===== config.mk =====
export PLATFORM = sky130hd
export DESIGN_NAME = mutex_condvar_thread_scheduler_top
export DESIGN_NICKNAME = d
export VERILOG_FILES = /design/src/rtl/core/mcts_pkg.sv /design/src/rtl/core/mcts_ctrl.sv /design/src/rtl/core/mcts_dp.sv /design/src/rtl/core/mutex_condvar_thread_scheduler_top.sv
export SDC_FILE = /design/constraint.sdc
export NUM_CORES = 2
export LEC_CHECK = 0
export ABC_CLOCK_PERIOD_IN_PS = 8330
export CORE_MARGIN = 1
export CORE_UTILIZATION = 64
export DETAILED_ROUTE_END_ITERATION = 6
export DONT_BUFFER_PORTS = 1
export HOLD_SLACK_MARGIN = 0.12
export PLACE_DENSITY = 0.8
export REMOVE_ABC_BUFFERS = 1
export SYNTH_ARGS = -nofsm -noshare
export SYNTH_HDL_FRONTEND = slang
export SYNTH_SLANG_ARGS = --single-unit

===== constraint.sdc =====
create_clock -name clk -period 8.33 [get_ports clk]
set_clock_uncertainty 0.05 [all_clocks]
set_input_delay 1.666 -clock clk [delete_from_list [all_inputs] [get_ports clk]]
set_output_delay 1.666 -clock clk [all_outputs]
set_load 0.03 [all_outputs]

===== src/rtl/core/mcts_pkg.sv =====
// ---------------------------------------------------------------------------
// mcts_pkg
// shared types and constants of the thread scheduler
// ---------------------------------------------------------------------------
package mcts_pkg;

	localparam int NUM_THREADS = 16;
	localparam int NUM_LOCKS   = 8;
	localparam int NUM_CVS     = 8;
	localparam int TH_W        = $clog2(NUM_THREADS);
	localparam int LK_W        = $clog2(NUM_LOCKS);
	localparam int CV_W        = $clog2(NUM_CVS);
	localparam int KEY_W       = 32;
	localparam int IN_W        = 72;
	localparam int OUT_W       = 16;

	typedef logic [TH_W-1:0] th_t;
	typedef logic [LK_W-1:0] lk_t;
	typedef logic [CV_W-1:0] cv_t;

	typedef enum logic [3:0] {
		OP_INIT   = 4'd0,
		OP_CREATE = 4'd1,
		OP_YIELD  = 4'd2,
		OP_LOCK   = 4'd3,
		OP_UNLOCK = 4'd4,
		OP_WAIT   = 4'd5,
		OP_SIGNAL = 4'd6,
		OP_BCAST  = 4'd7,
		OP_EXIT   = 4'd8
	} op_t;

	typedef enum logic [2:0] {
		ST_OK       = 3'd0,
		ST_NOINIT   = 3'd1,
		ST_REINIT   = 3'd2,
		ST_OWNER    = 3'd3,
		ST_NOTOWNER = 3'd4,
		ST_FULL     = 3'd5
	} status_t;

	typedef enum logic [7:0] {
		CMD_NONE  = 8'b0000_0000,
		CMD_LATCH = 8'b0000_0001,
		CMD_FIND  = 8'b0000_0010,
		CMD_FIND2 = 8'b0000_0100,
		CMD_EXEC  = 8'b0000_1000,
		CMD_DISP  = 8'b0001_0000,
		CMD_POP   = 8'b0010_0000,
		CMD_FREE  = 8'b0100_0000,
		CMD_EMIT  = 8'b1000_0000
	} cmd_t;

	typedef struct packed {
		logic disp;
		logic pop;
		logic bcast;
		logic free;
		logic disp_end;
		logic cv_last;
		logic out_free;
	} dp_status_t;

endpackage


===== src/rtl/core/mcts_ctrl.sv =====
// ---------------------------------------------------------------------------
// mcts_ctrl
// sequencer that steps the datapath through one request
// ---------------------------------------------------------------------------
module mcts_ctrl
	import mcts_pkg::*;
(
	input  logic       clk,
	input  logic       arst_n,
	input  logic       in_valid,
	output logic       in_ready,
	input  dp_status_t sts,
	output cmd_t       cmd
);

	typedef enum logic [8:0] {
		S_IDLE  = 9'b000000001,
		S_FIND  = 9'b000000010,
		S_FIND2 = 9'b000000100,
		S_EXEC  = 9'b000001000,
		S_ROUTE = 9'b000010000,
		S_DISP  = 9'b000100000,
		S_POP   = 9'b001000000,
		S_FREE  = 9'b010000000,
		S_OUT   = 9'b100000000
	} state_t;

	state_t state_q, state_d;

	assign in_ready = (state_q == S_IDLE);

	always_comb begin
		state_d = state_q;
		cmd     = CMD_NONE;
		unique case (state_q)
			S_IDLE: begin
				if (in_valid) begin
					cmd     = CMD_LATCH;
					state_d = S_FIND;
				end
			end
			S_FIND: begin
				cmd     = CMD_FIND;
				state_d = S_FIND2;
			end
			S_FIND2: begin
				cmd     = CMD_FIND2;
				state_d = S_EXEC;
			end
			S_EXEC: begin
				cmd     = CMD_EXEC;
				state_d = S_ROUTE;
			end
			S_ROUTE: begin
				priority if (sts.pop) state_d = S_POP;
				else if (sts.disp) state_d = S_DISP;
				else if (sts.free) state_d = S_FREE;
				else state_d = S_OUT;
			end
			S_DISP: begin
				cmd = CMD_DISP;
				if (sts.disp_end) state_d = S_OUT;
			end
			S_POP: begin
				cmd = CMD_POP;
				if (!sts.bcast || sts.cv_last) state_d = S_OUT;
			end
			S_FREE: begin
				cmd     = CMD_FREE;
				state_d = S_OUT;
			end
			S_OUT: begin
				if (sts.out_free) begin
					cmd     = CMD_EMIT;
					state_d = S_IDLE;
				end
			end
			default: state_d = S_IDLE;
		endcase
	end

	always_ff @(posedge clk or negedge arst_n) begin
		if (!arst_n) begin
			state_q <= S_IDLE;
		end else begin
			state_q <= state_d;
		end
	end

endmodule


===== src/rtl/core/mcts_dp.sv =====
// ---------------------------------------------------------------------------
// mcts_dp
// thread, lock and condition tables with their queue operations
// ---------------------------------------------------------------------------
module mcts_dp
	import mcts_pkg::*;
(
	input  logic             clk,
	input  logic             arst_n,
	input  cmd_t             cmd,
	input  logic [IN_W-1:0]  in_data,
	output dp_status_t       sts,
	output logic             out_valid,
	input  logic             out_ready,
	output logic [OUT_W-1:0] out_data
);

	logic [3:0]       op_q;
	logic [KEY_W-1:0] lock_q;
	logic [KEY_W-1:0] cond_q;
	lk_t              e_q, fe_q;
	logic             e_hit_q, fe_ok_q;
	th_t              fs_q;
	logic             fs_ok_q;
	cv_t              c_q, fc_q;
	logic             c_hit_q, fc_ok_q;
	logic             disp_q, pop_q, free_q;
	status_t          status_q;
	th_t              newt_q;

	logic             init_q, done_q, pres_q;
	th_t              run_q;
	logic             in_use_q [NUM_THREADS];
	th_t              next_q   [NUM_THREADS];
	logic             relock_q [NUM_THREADS];
	lk_t              rentry_q [NUM_THREADS];
	th_t              rdy_head_q, rdy_tail_q;
	logic             rdy_ne_q;
	logic             lk_valid_q [NUM_LOCKS];
	logic [KEY_W-1:0] lk_key_q   [NUM_LOCKS];
	logic             lk_owned_q [NUM_LOCKS];
	th_t              lk_owner_q [NUM_LOCKS];
	th_t              lw_head_q  [NUM_LOCKS];
	th_t              lw_tail_q  [NUM_LOCKS];
	logic             lw_ne_q    [NUM_LOCKS];
	logic             cv_valid_q [NUM_CVS];
	lk_t              cv_lock_q  [NUM_CVS];
	logic [KEY_W-1:0] cv_cond_q  [NUM_CVS];
	th_t              cv_head_q  [NUM_CVS];
	th_t              cv_tail_q  [NUM_CVS];

	logic             out_valid_q;
	logic [OUT_W-1:0] out_data_q;

	logic hit_e, ok_fe, ok_fs, hit_c, ok_fc, owns, lk_busy;
	lk_t  he, hfe;
	th_t  hfs;
	cv_t  hc, hfc, cx;
	th_t  w_lw, rh, ch;
	lk_t  ee;

	always_comb begin
		hit_e = 1'b0; he = '0; ok_fe = 1'b0; hfe = '0;
		for (int i = NUM_LOCKS - 1; i >= 0; i--) begin
			if (lk_valid_q[i] && lk_key_q[i] == lock_q) begin
				hit_e = 1'b1; he = LK_W'(i);
			end
			if (!lk_valid_q[i]) begin
				ok_fe = 1'b1; hfe = LK_W'(i);
			end
		end
		ok_fs = 1'b0; hfs = '0;
		for (int i = NUM_THREADS - 1; i >= 0; i--) begin
			if (!in_use_q[i]) begin
				ok_fs = 1'b1; hfs = TH_W'(i);
			end
		end
		hit_c = 1'b0; hc = '0; ok_fc = 1'b0; hfc = '0;
		for (int i = NUM_CVS - 1; i >= 0; i--) begin
			if (cv_valid_q[i] && cv_lock_q[i] == e_q && cv_cond_q[i] == cond_q) begin
				hit_c = 1'b1; hc = CV_W'(i);
			end
			if (!cv_valid_q[i]) begin
				ok_fc = 1'b1; hfc = CV_W'(i);
			end
		end
		lk_busy = lk_owned_q[e_q] || lw_ne_q[e_q];
		for (int i = 0; i < NUM_CVS; i++)
			if (cv_valid_q[i] && cv_lock_q[i] == e_q) lk_busy = 1'b1;
		for (int i = 0; i < NUM_THREADS; i++)
			if (in_use_q[i] && relock_q[i] && rentry_q[i] == e_q) lk_busy = 1'b1;
	end

	assign owns = e_hit_q && pres_q && lk_owned_q[e_q] && lk_owner_q[e_q] == run_q;
	assign cx   = c_hit_q ? c_q : fc_q;
	assign w_lw = lw_head_q[e_q];
	assign rh   = rdy_head_q;
	assign ch   = cv_head_q[c_q];
	assign ee   = rentry_q[rh];

	assign sts.disp     = disp_q;
	assign sts.pop      = pop_q;
	assign sts.bcast    = (op_q == OP_BCAST);
	assign sts.free     = free_q;
	assign sts.disp_end = !rdy_ne_q || !(relock_q[rh] && lk_owned_q[ee]);
	assign sts.cv_last  = (ch == cv_tail_q[c_q]);
	assign sts.out_free = !out_valid_q || out_ready;

	assign out_valid = out_valid_q;
	assign out_data  = out_data_q;

	always_ff @(posedge clk or negedge arst_n) begin
		if (!arst_n) begin
			init_q      <= 1'b0;
			done_q      <= 1'b0;
			pres_q      <= 1'b0;
			run_q       <= '0;
			rdy_ne_q    <= 1'b0;
			rdy_head_q  <= '0;
			rdy_tail_q  <= '0;
			disp_q      <= 1'b0;
			pop_q       <= 1'b0;
			free_q      <= 1'b0;
			out_valid_q <= 1'b0;
			for (int i = 0; i < NUM_THREADS; i++) begin
				in_use_q[i] <= 1'b0;
				relock_q[i] <= 1'b0;
			end
			for (int i = 0; i < NUM_LOCKS; i++) lk_valid_q[i] <= 1'b0;
			for (int i = 0; i < NUM_CVS; i++) cv_valid_q[i] <= 1'b0;
		end else begin
			if (out_valid_q && out_ready && cmd != CMD_EMIT) out_valid_q <= 1'b0;
			unique case (cmd)
				CMD_NONE: begin
				end
				CMD_LATCH: begin
					op_q     <= in_data[3:0];
					lock_q   <= in_data[35:4];
					cond_q   <= in_data[67:36];
					status_q <= ST_OK;
					newt_q   <= '0;
					disp_q   <= 1'b0;
					pop_q    <= 1'b0;
					free_q   <= 1'b0;
				end
				CMD_FIND: begin
					e_q     <= he;
					e_hit_q <= hit_e;
					fe_q    <= hfe;
					fe_ok_q <= ok_fe;
					fs_q    <= hfs;
					fs_ok_q <= ok_fs;
				end
				CMD_FIND2: begin
					c_q     <= hc;
					c_hit_q <= hit_c;
					fc_q    <= hfc;
					fc_ok_q <= ok_fc;
				end
				CMD_EXEC: begin
					if (op_q == OP_INIT) begin
						if (init_q) status_q <= ST_REINIT;
						else begin
							init_q      <= 1'b1;
							in_use_q[0] <= 1'b1;
							run_q       <= '0;
							pres_q      <= 1'b1;
						end
					end else if (op_q > OP_EXIT) begin
					end else if (!init_q) begin
						status_q <= ST_NOINIT;
					end else if (op_q == OP_CREATE) begin
						if (!fs_ok_q) status_q <= ST_FULL;
						else begin
							in_use_q[fs_q] <= 1'b1;
							relock_q[fs_q] <= 1'b0;
							if (rdy_ne_q) next_q[rdy_tail_q] <= fs_q;
							else rdy_head_q <= fs_q;
							rdy_tail_q <= fs_q;
							rdy_ne_q   <= 1'b1;
							newt_q     <= fs_q;
						end
					end else if (op_q == OP_YIELD) begin
						if (pres_q) begin
							if (rdy_ne_q) next_q[rdy_tail_q] <= run_q;
							else rdy_head_q <= run_q;
							rdy_tail_q <= run_q;
							rdy_ne_q   <= 1'b1;
							disp_q     <= 1'b1;
						end
					end else if (op_q == OP_LOCK) begin
						if (pres_q) begin
							if (owns) status_q <= ST_OWNER;
							else if (!e_hit_q) begin
								if (!fe_ok_q) status_q <= ST_FULL;
								else begin
									lk_valid_q[fe_q] <= 1'b1;
									lk_key_q[fe_q]   <= lock_q;
									lk_owned_q[fe_q] <= 1'b1;
									lk_owner_q[fe_q] <= run_q;
									lw_ne_q[fe_q]    <= 1'b0;
								end
							end else if (!lk_owned_q[e_q]) begin
								lk_owned_q[e_q] <= 1'b1;
								lk_owner_q[e_q] <= run_q;
							end else begin
								if (lw_ne_q[e_q]) next_q[lw_tail_q[e_q]] <= run_q;
								else lw_head_q[e_q] <= run_q;
								lw_tail_q[e_q] <= run_q;
								lw_ne_q[e_q]   <= 1'b1;
								disp_q         <= 1'b1;
							end
						end
					end else if (op_q == OP_UNLOCK || op_q == OP_WAIT) begin
						if (!owns) status_q <= ST_NOTOWNER;
						else if (op_q == OP_WAIT && !c_hit_q && !fc_ok_q) status_q <= ST_FULL;
						else begin
							if (lw_ne_q[e_q]) begin
								if (w_lw == lw_tail_q[e_q]) lw_ne_q[e_q] <= 1'b0;
								else lw_head_q[e_q] <= next_q[w_lw];
								lk_owner_q[e_q] <= w_lw;
								if (rdy_ne_q) next_q[rdy_tail_q] <= w_lw;
								else rdy_head_q <= w_lw;
								rdy_tail_q <= w_lw;
								rdy_ne_q   <= 1'b1;
							end else begin
								lk_owned_q[e_q] <= 1'b0;
							end
							if (op_q == OP_UNLOCK) free_q <= 1'b1;
							else begin
								if (cv_valid_q[cx]) next_q[cv_tail_q[cx]] <= run_q;
								else begin
									cv_valid_q[cx] <= 1'b1;
									cv_lock_q[cx]  <= e_q;
									cv_cond_q[cx]  <= cond_q;
									cv_head_q[cx]  <= run_q;
								end
								cv_tail_q[cx]   <= run_q;
								relock_q[run_q] <= 1'b1;
								rentry_q[run_q] <= e_q;
								disp_q          <= 1'b1;
							end
						end
					end else if (op_q == OP_SIGNAL || op_q == OP_BCAST) begin
						if (e_hit_q && c_hit_q) pop_q <= 1'b1;
					end else begin
						if (pres_q) begin
							in_use_q[run_q] <= 1'b0;
							relock_q[run_q] <= 1'b0;
							pres_q          <= 1'b0;
							disp_q          <= 1'b1;
						end
					end
				end
				CMD_DISP: begin
					if (!rdy_ne_q) begin
						pres_q <= 1'b0;
						run_q  <= '0;
						done_q <= 1'b1;
					end else begin
						if (rh == rdy_tail_q) rdy_ne_q <= 1'b0;
						else rdy_head_q <= next_q[rh];
						if (relock_q[rh]) begin
							relock_q[rh] <= 1'b0;
							if (lk_owned_q[ee]) begin
								if (lw_ne_q[ee]) next_q[lw_tail_q[ee]] <= rh;
								else lw_head_q[ee] <= rh;
								lw_tail_q[ee] <= rh;
								lw_ne_q[ee]   <= 1'b1;
							end else begin
								lk_owned_q[ee] <= 1'b1;
								lk_owner_q[ee] <= rh;
								run_q          <= rh;
								pres_q         <= 1'b1;
							end
						end else begin
							run_q  <= rh;
							pres_q <= 1'b1;
						end
					end
				end
				CMD_POP: begin
					if (ch == cv_tail_q[c_q]) cv_valid_q[c_q] <= 1'b0;
					else cv_head_q[c_q] <= next_q[ch];
					if (rdy_ne_q) next_q[rdy_tail_q] <= ch;
					else rdy_head_q <= ch;
					rdy_tail_q <= ch;
					rdy_ne_q   <= 1'b1;
				end
				CMD_FREE: begin
					if (!lk_busy) lk_valid_q[e_q] <= 1'b0;
				end
				CMD_EMIT: begin
					out_valid_q <= 1'b1;
					out_data_q  <= {3'b000, done_q, newt_q, pres_q,
						(pres_q ? run_q : th_t'(0)), status_q};
				end
				default: begin
				end
			endcase
		end
	end

endmodule


===== src/rtl/core/mutex_condvar_thread_scheduler_top.sv =====
// ---------------------------------------------------------------------------
// mutex_condvar_thread_scheduler_top
// hardware thread scheduler with fifo mutexes and condition variables
// ---------------------------------------------------------------------------
// one request on s_axis carries an opcode, a lock id and a cond id and is
// performed on behalf of the running thread; exactly one result follows on
// m_axis with status, running thread, new thread and the done flag.
// requests are handled one at a time: s_axis_tready is high only while the
// sequencer is idle. a request passes the latch, find, second find, execute
// and route steps, then its extra steps: dispatch steps (each relock-blocked
// thread costs a step), a pop step per thread moved by signal or broadcast,
// the lock entry free check after unlock, and the output step that loads
// the output register. the tables are flip-flops, scanned in parallel
// compares; the queues are walked through one next-pointer read a cycle.
// reset clears all valid bits, the ready queue and the output register;
// the block then answers not initialised until an init request.
// a stalled m_axis holds its result; the sequencer waits in its output
// step and takes no new request until the result register is free.
// ---------------------------------------------------------------------------
module mutex_condvar_thread_scheduler_top
	import mcts_pkg::*;
(
	input  logic             clk,
	input  logic             arst_n,
	input  logic             s_axis_tvalid,
	output logic             s_axis_tready,
	input  logic [IN_W-1:0]  s_axis_tdata,  // opcode[3:0], lock_id[35:4], cond_id[67:36]
	output logic             m_axis_tvalid,
	input  logic             m_axis_tready,
	output logic [OUT_W-1:0] m_axis_tdata   // status[2:0], active_slot[6:3],
	                                        // running_valid[7], new_thread[11:8],
	                                        // library_done[12]
);

	cmd_t       cmd;
	dp_status_t sts;

	mcts_ctrl u_ctrl (
		.clk      (clk),
		.arst_n   (arst_n),
		.in_valid (s_axis_tvalid),
		.in_ready (s_axis_tready),
		.sts      (sts),
		.cmd      (cmd)
	);

	mcts_dp u_dp (
		.clk       (clk),
		.arst_n    (arst_n),
		.cmd       (cmd),
		.in_data   (s_axis_tdata),
		.sts       (sts),
		.out_valid (m_axis_tvalid),
		.out_ready (m_axis_tready),
		.out_data  (m_axis_tdata)
	);

endmodule


==> metrics.txt <==
Hold Path Class register to register; vias in the first global route ~31,000; Initial Util between 60% and 70%; Post-synth EDFFs 933; Synth Register Bits 1,010; Pins Over Slew Limit 0; Mapped Area between 40,000 and 50,000 um2; WL met3 approximately 11,000 um; GR Overflow Total 0; CP peak stage delay around 1100 ps; Iter 0 DRT Violations 3,633; detailed-route via count 31,814; Seq/Total Area, Yosys approximately 62%; TritonCTS clock tree yes; H-tree depth 3; # Max-Cap Violations 0; Critical Path RT 8570 ps; worst path arrival time 5950 ps; post-synth top area share about three fifths; DR top layer met5; CP max FO 55; GRT Util Overall 33.58%; io pins 94; antenna violations before repair 2; clock root cell clkbuf_16; outcome finished, violations left; insertion delay to the later sink of the worst-skew pair 680 ps; CTS Buf Count 100; Fmax 0.1752 GHz; PortBufs 0; Nets 3,704; post-route ant nets 0; DR WL/cell 27.62 um; cts hold-fix bufs 0; most common cell in the netlist edfxtp_1; synth cell count leaders edfxtp_1 (933), xor2_1 (372), nor2_1 (233); final core occ a little over two thirds; deepest clock path buffer count 3; Synth area leaders edfxtp_1 (58%), xor2_1 (6.8%), xnor2_1 (4.1%); wire length on met2 62,790 um; DR vias/cell about 6.8; pwr/cell area about 230 nW/um2; Cell variety after synth 95; leading area contributor after synthesis edfxtp_1; post-route minimum period 5707 ps; FFs w/ async S/R, synth 7.624%; # DRC 4; DRT Pass-1 Iters 7; HPWL after DPL 83,900 um; Synth warnings 0; layout cells sized above 1 between 10 and 15%; final WL 129,300 um; die span in x 276.5 um; Critical Path End Type register; failing checks design-rule violations; Crit-path slowest cell nor2_4; peak supply drop 0.0003094 V; Fin Setup TNS 0 ps; ys flop type edfxtp_1; wire length on met1 49,850 um; Slew @ Worst Pin between 1000 and 1500 ps; Area Overhead vs Synth 9.029%; core area 74,450 um2; largest net degree at the start of global routing 88; Worst setup SP type register; clock slew at reported path FFs approximately 60 ps; Final Setup Violations 0; RSZ-0062 raised after global routing no; Row Count 100; Final Hold Vio Count 0; global-route wire length before repair between 150,000 and 200,000 um; part of the cycle the worst path needs 68.51%; worst setup path class register to register; post-CTS setup buffers 0; critical-path cell list buf_4 -> buf_4 -> nand2b_1 -> o22ai_1 -> or3_1 -> nand2_1 -> nor3_2 -> and2_1 -> nand2_1 -> nor2_4; RePlAce Congestion 0.9639; Syn Area/Cell 13.14 um2; Total Die Area between 70,000 and 80,000 um2; Worst slew margin 4.770%; Post-Synthesis Cells 3,670; # resized after CTS 0; Die H ~280 um; Clock Sinks 1,010; Lkg Pwr 17.52 nW
==> cell usage in the layout (no fill, tap or decap), types with 98 or more instances in the layout <==
| master | instances |
|---|---|
| nor3_1 | 98 |
| o21ai_0 | 133 |
| a21oi_1 | 144 |
| xnor2_1 | 228 |
| clkbuf_16 | 101 |
| nand2_1 | 195 |
| xor2_1 | 372 |
| nor4_1 | 101 |
| mux2i_1 | 142 |
| edfxtp_1 | 933 |
| nor2_1 | 221 |
==> state kept, by name (all words and copies together), names as in the netlist, 48 cells and up, named ones only <==
name and count:
u_dp.lk_key_q 256, u_dp.next_q 64, u_dp.cv_cond_q 256, u_dp.rentry_q 48
==> final cells by class <==
| cell class | instances | area (um2) |
|---|---|---|
| inverter | 41 | 155.1 |
| fill | 4766 | 21870 |
| clock buffer | 126 | 2631 |
| multi-input combinational | 2392 | 17320 |
| tap | 969 | 1212 |
| antenna | 1 | 2.502 |
| clock inverter | 60 | 693.2 |
| timing repair buffer | 82 | 615.6 |
| sequential | 1010 | 29950 |
==> report_power, final <==
| part | total, W | leakage, nW | switching, W | internal (W) |
|---|---|---|---|---|
| registers | 0.00595 | 9.62 | 0.000272 | 0.00568 |
| clock network | 0.00458 | 1.60 | 0.00196 | 0.00262 |
| logic | 0.00158 | 6.31 | 0.000968 | 0.000608 |
==> cell families after synthesis <==
| kind of cell | after synthesis | synth area share (%) |
|---|---|---|
| adder cells (fa/ha/maj) | 2 | 0.04670 |
| other | 1 | 0.007776 |
| buffers and inverters | 270 | 2.348 |
| AO/OA/AOI/OAI | 573 | 7.755 |
| flip-flops | 1010 | 62.09 |
| XOR/XNOR | 600 | 10.90 |
| multiplexers | 238 | 6.587 |
| AND/OR/NAND/NOR | 976 | 10.27 |
==> worst paths after layout <==
path,depth (start not counted),slack (ps),start,end
worst max-delay path,10,2620,u_dp.e_q[1]$_SDFFCE_PP0P_,u_dp.cv_cond_q[4][7]$_DFFE_PP_
worst min-delay path,0,420,u_dp.newt_q[3]$_SDFFCE_PN0P_,u_dp.out_data[11]$_DFFE_PP_
worst max register to register,10,2620,u_dp.e_q[1]$_SDFFCE_PP0P_,u_dp.cv_cond_q[4][7]$_DFFE_PP_
worst min register to register,0,420,u_dp.newt_q[3]$_SDFFCE_PN0P_,u_dp.out_data[11]$_DFFE_PP_
max in group asynchronous,0,7380,arst_n,u_dp.rdy_head_q[0]$_DFFE_PN0P_
min in group asynchronous,0,630,arst_n,u_dp.cv_valid_q[3]$_DFFE_PN0P_
==> stage by stage <==
stage / instance area [um2] / power [W] / hold slack (ps) / setup WS, ps / cells
2_1_floorplan: 47260 / 0.007022 / 350.3 / 843.6 / 3443
3_3_place_gp: 49250 / 0.007537 / 425.4 / 2776 / 4494
3_5_place_dp: 49250 / 0.007593 / 413.3 / 2681 / 4494
4_1_cts: 52580 / 0.01211 / 430.9 / 2729 / 4680
5_1_grt: 52580 / 0.01243 / 439.5 / 2459 / 4680
6_report: 52580 / 0.01211 / 419.7 / 2623 / 4681
==> critical path, delay by kind of cell, from the launching register on <==
kind | cells | cell delay [ps]
AND/OR/NAND/NOR | 7 | 3500
buffers and inverters | 2 | 1070
AO/OA/AOI/OAI | 1 | 280
flip-flops | 1 | 350
==> routing by layer <==
metal	vias up	GRT usage [%]
met2	1858	55.18
met3	392	5.493
met4	2	15.13
li1	13707	-
met5	-	0
met1	15855	44.33
No activity file was read; power rests on OpenSTA's default activity.
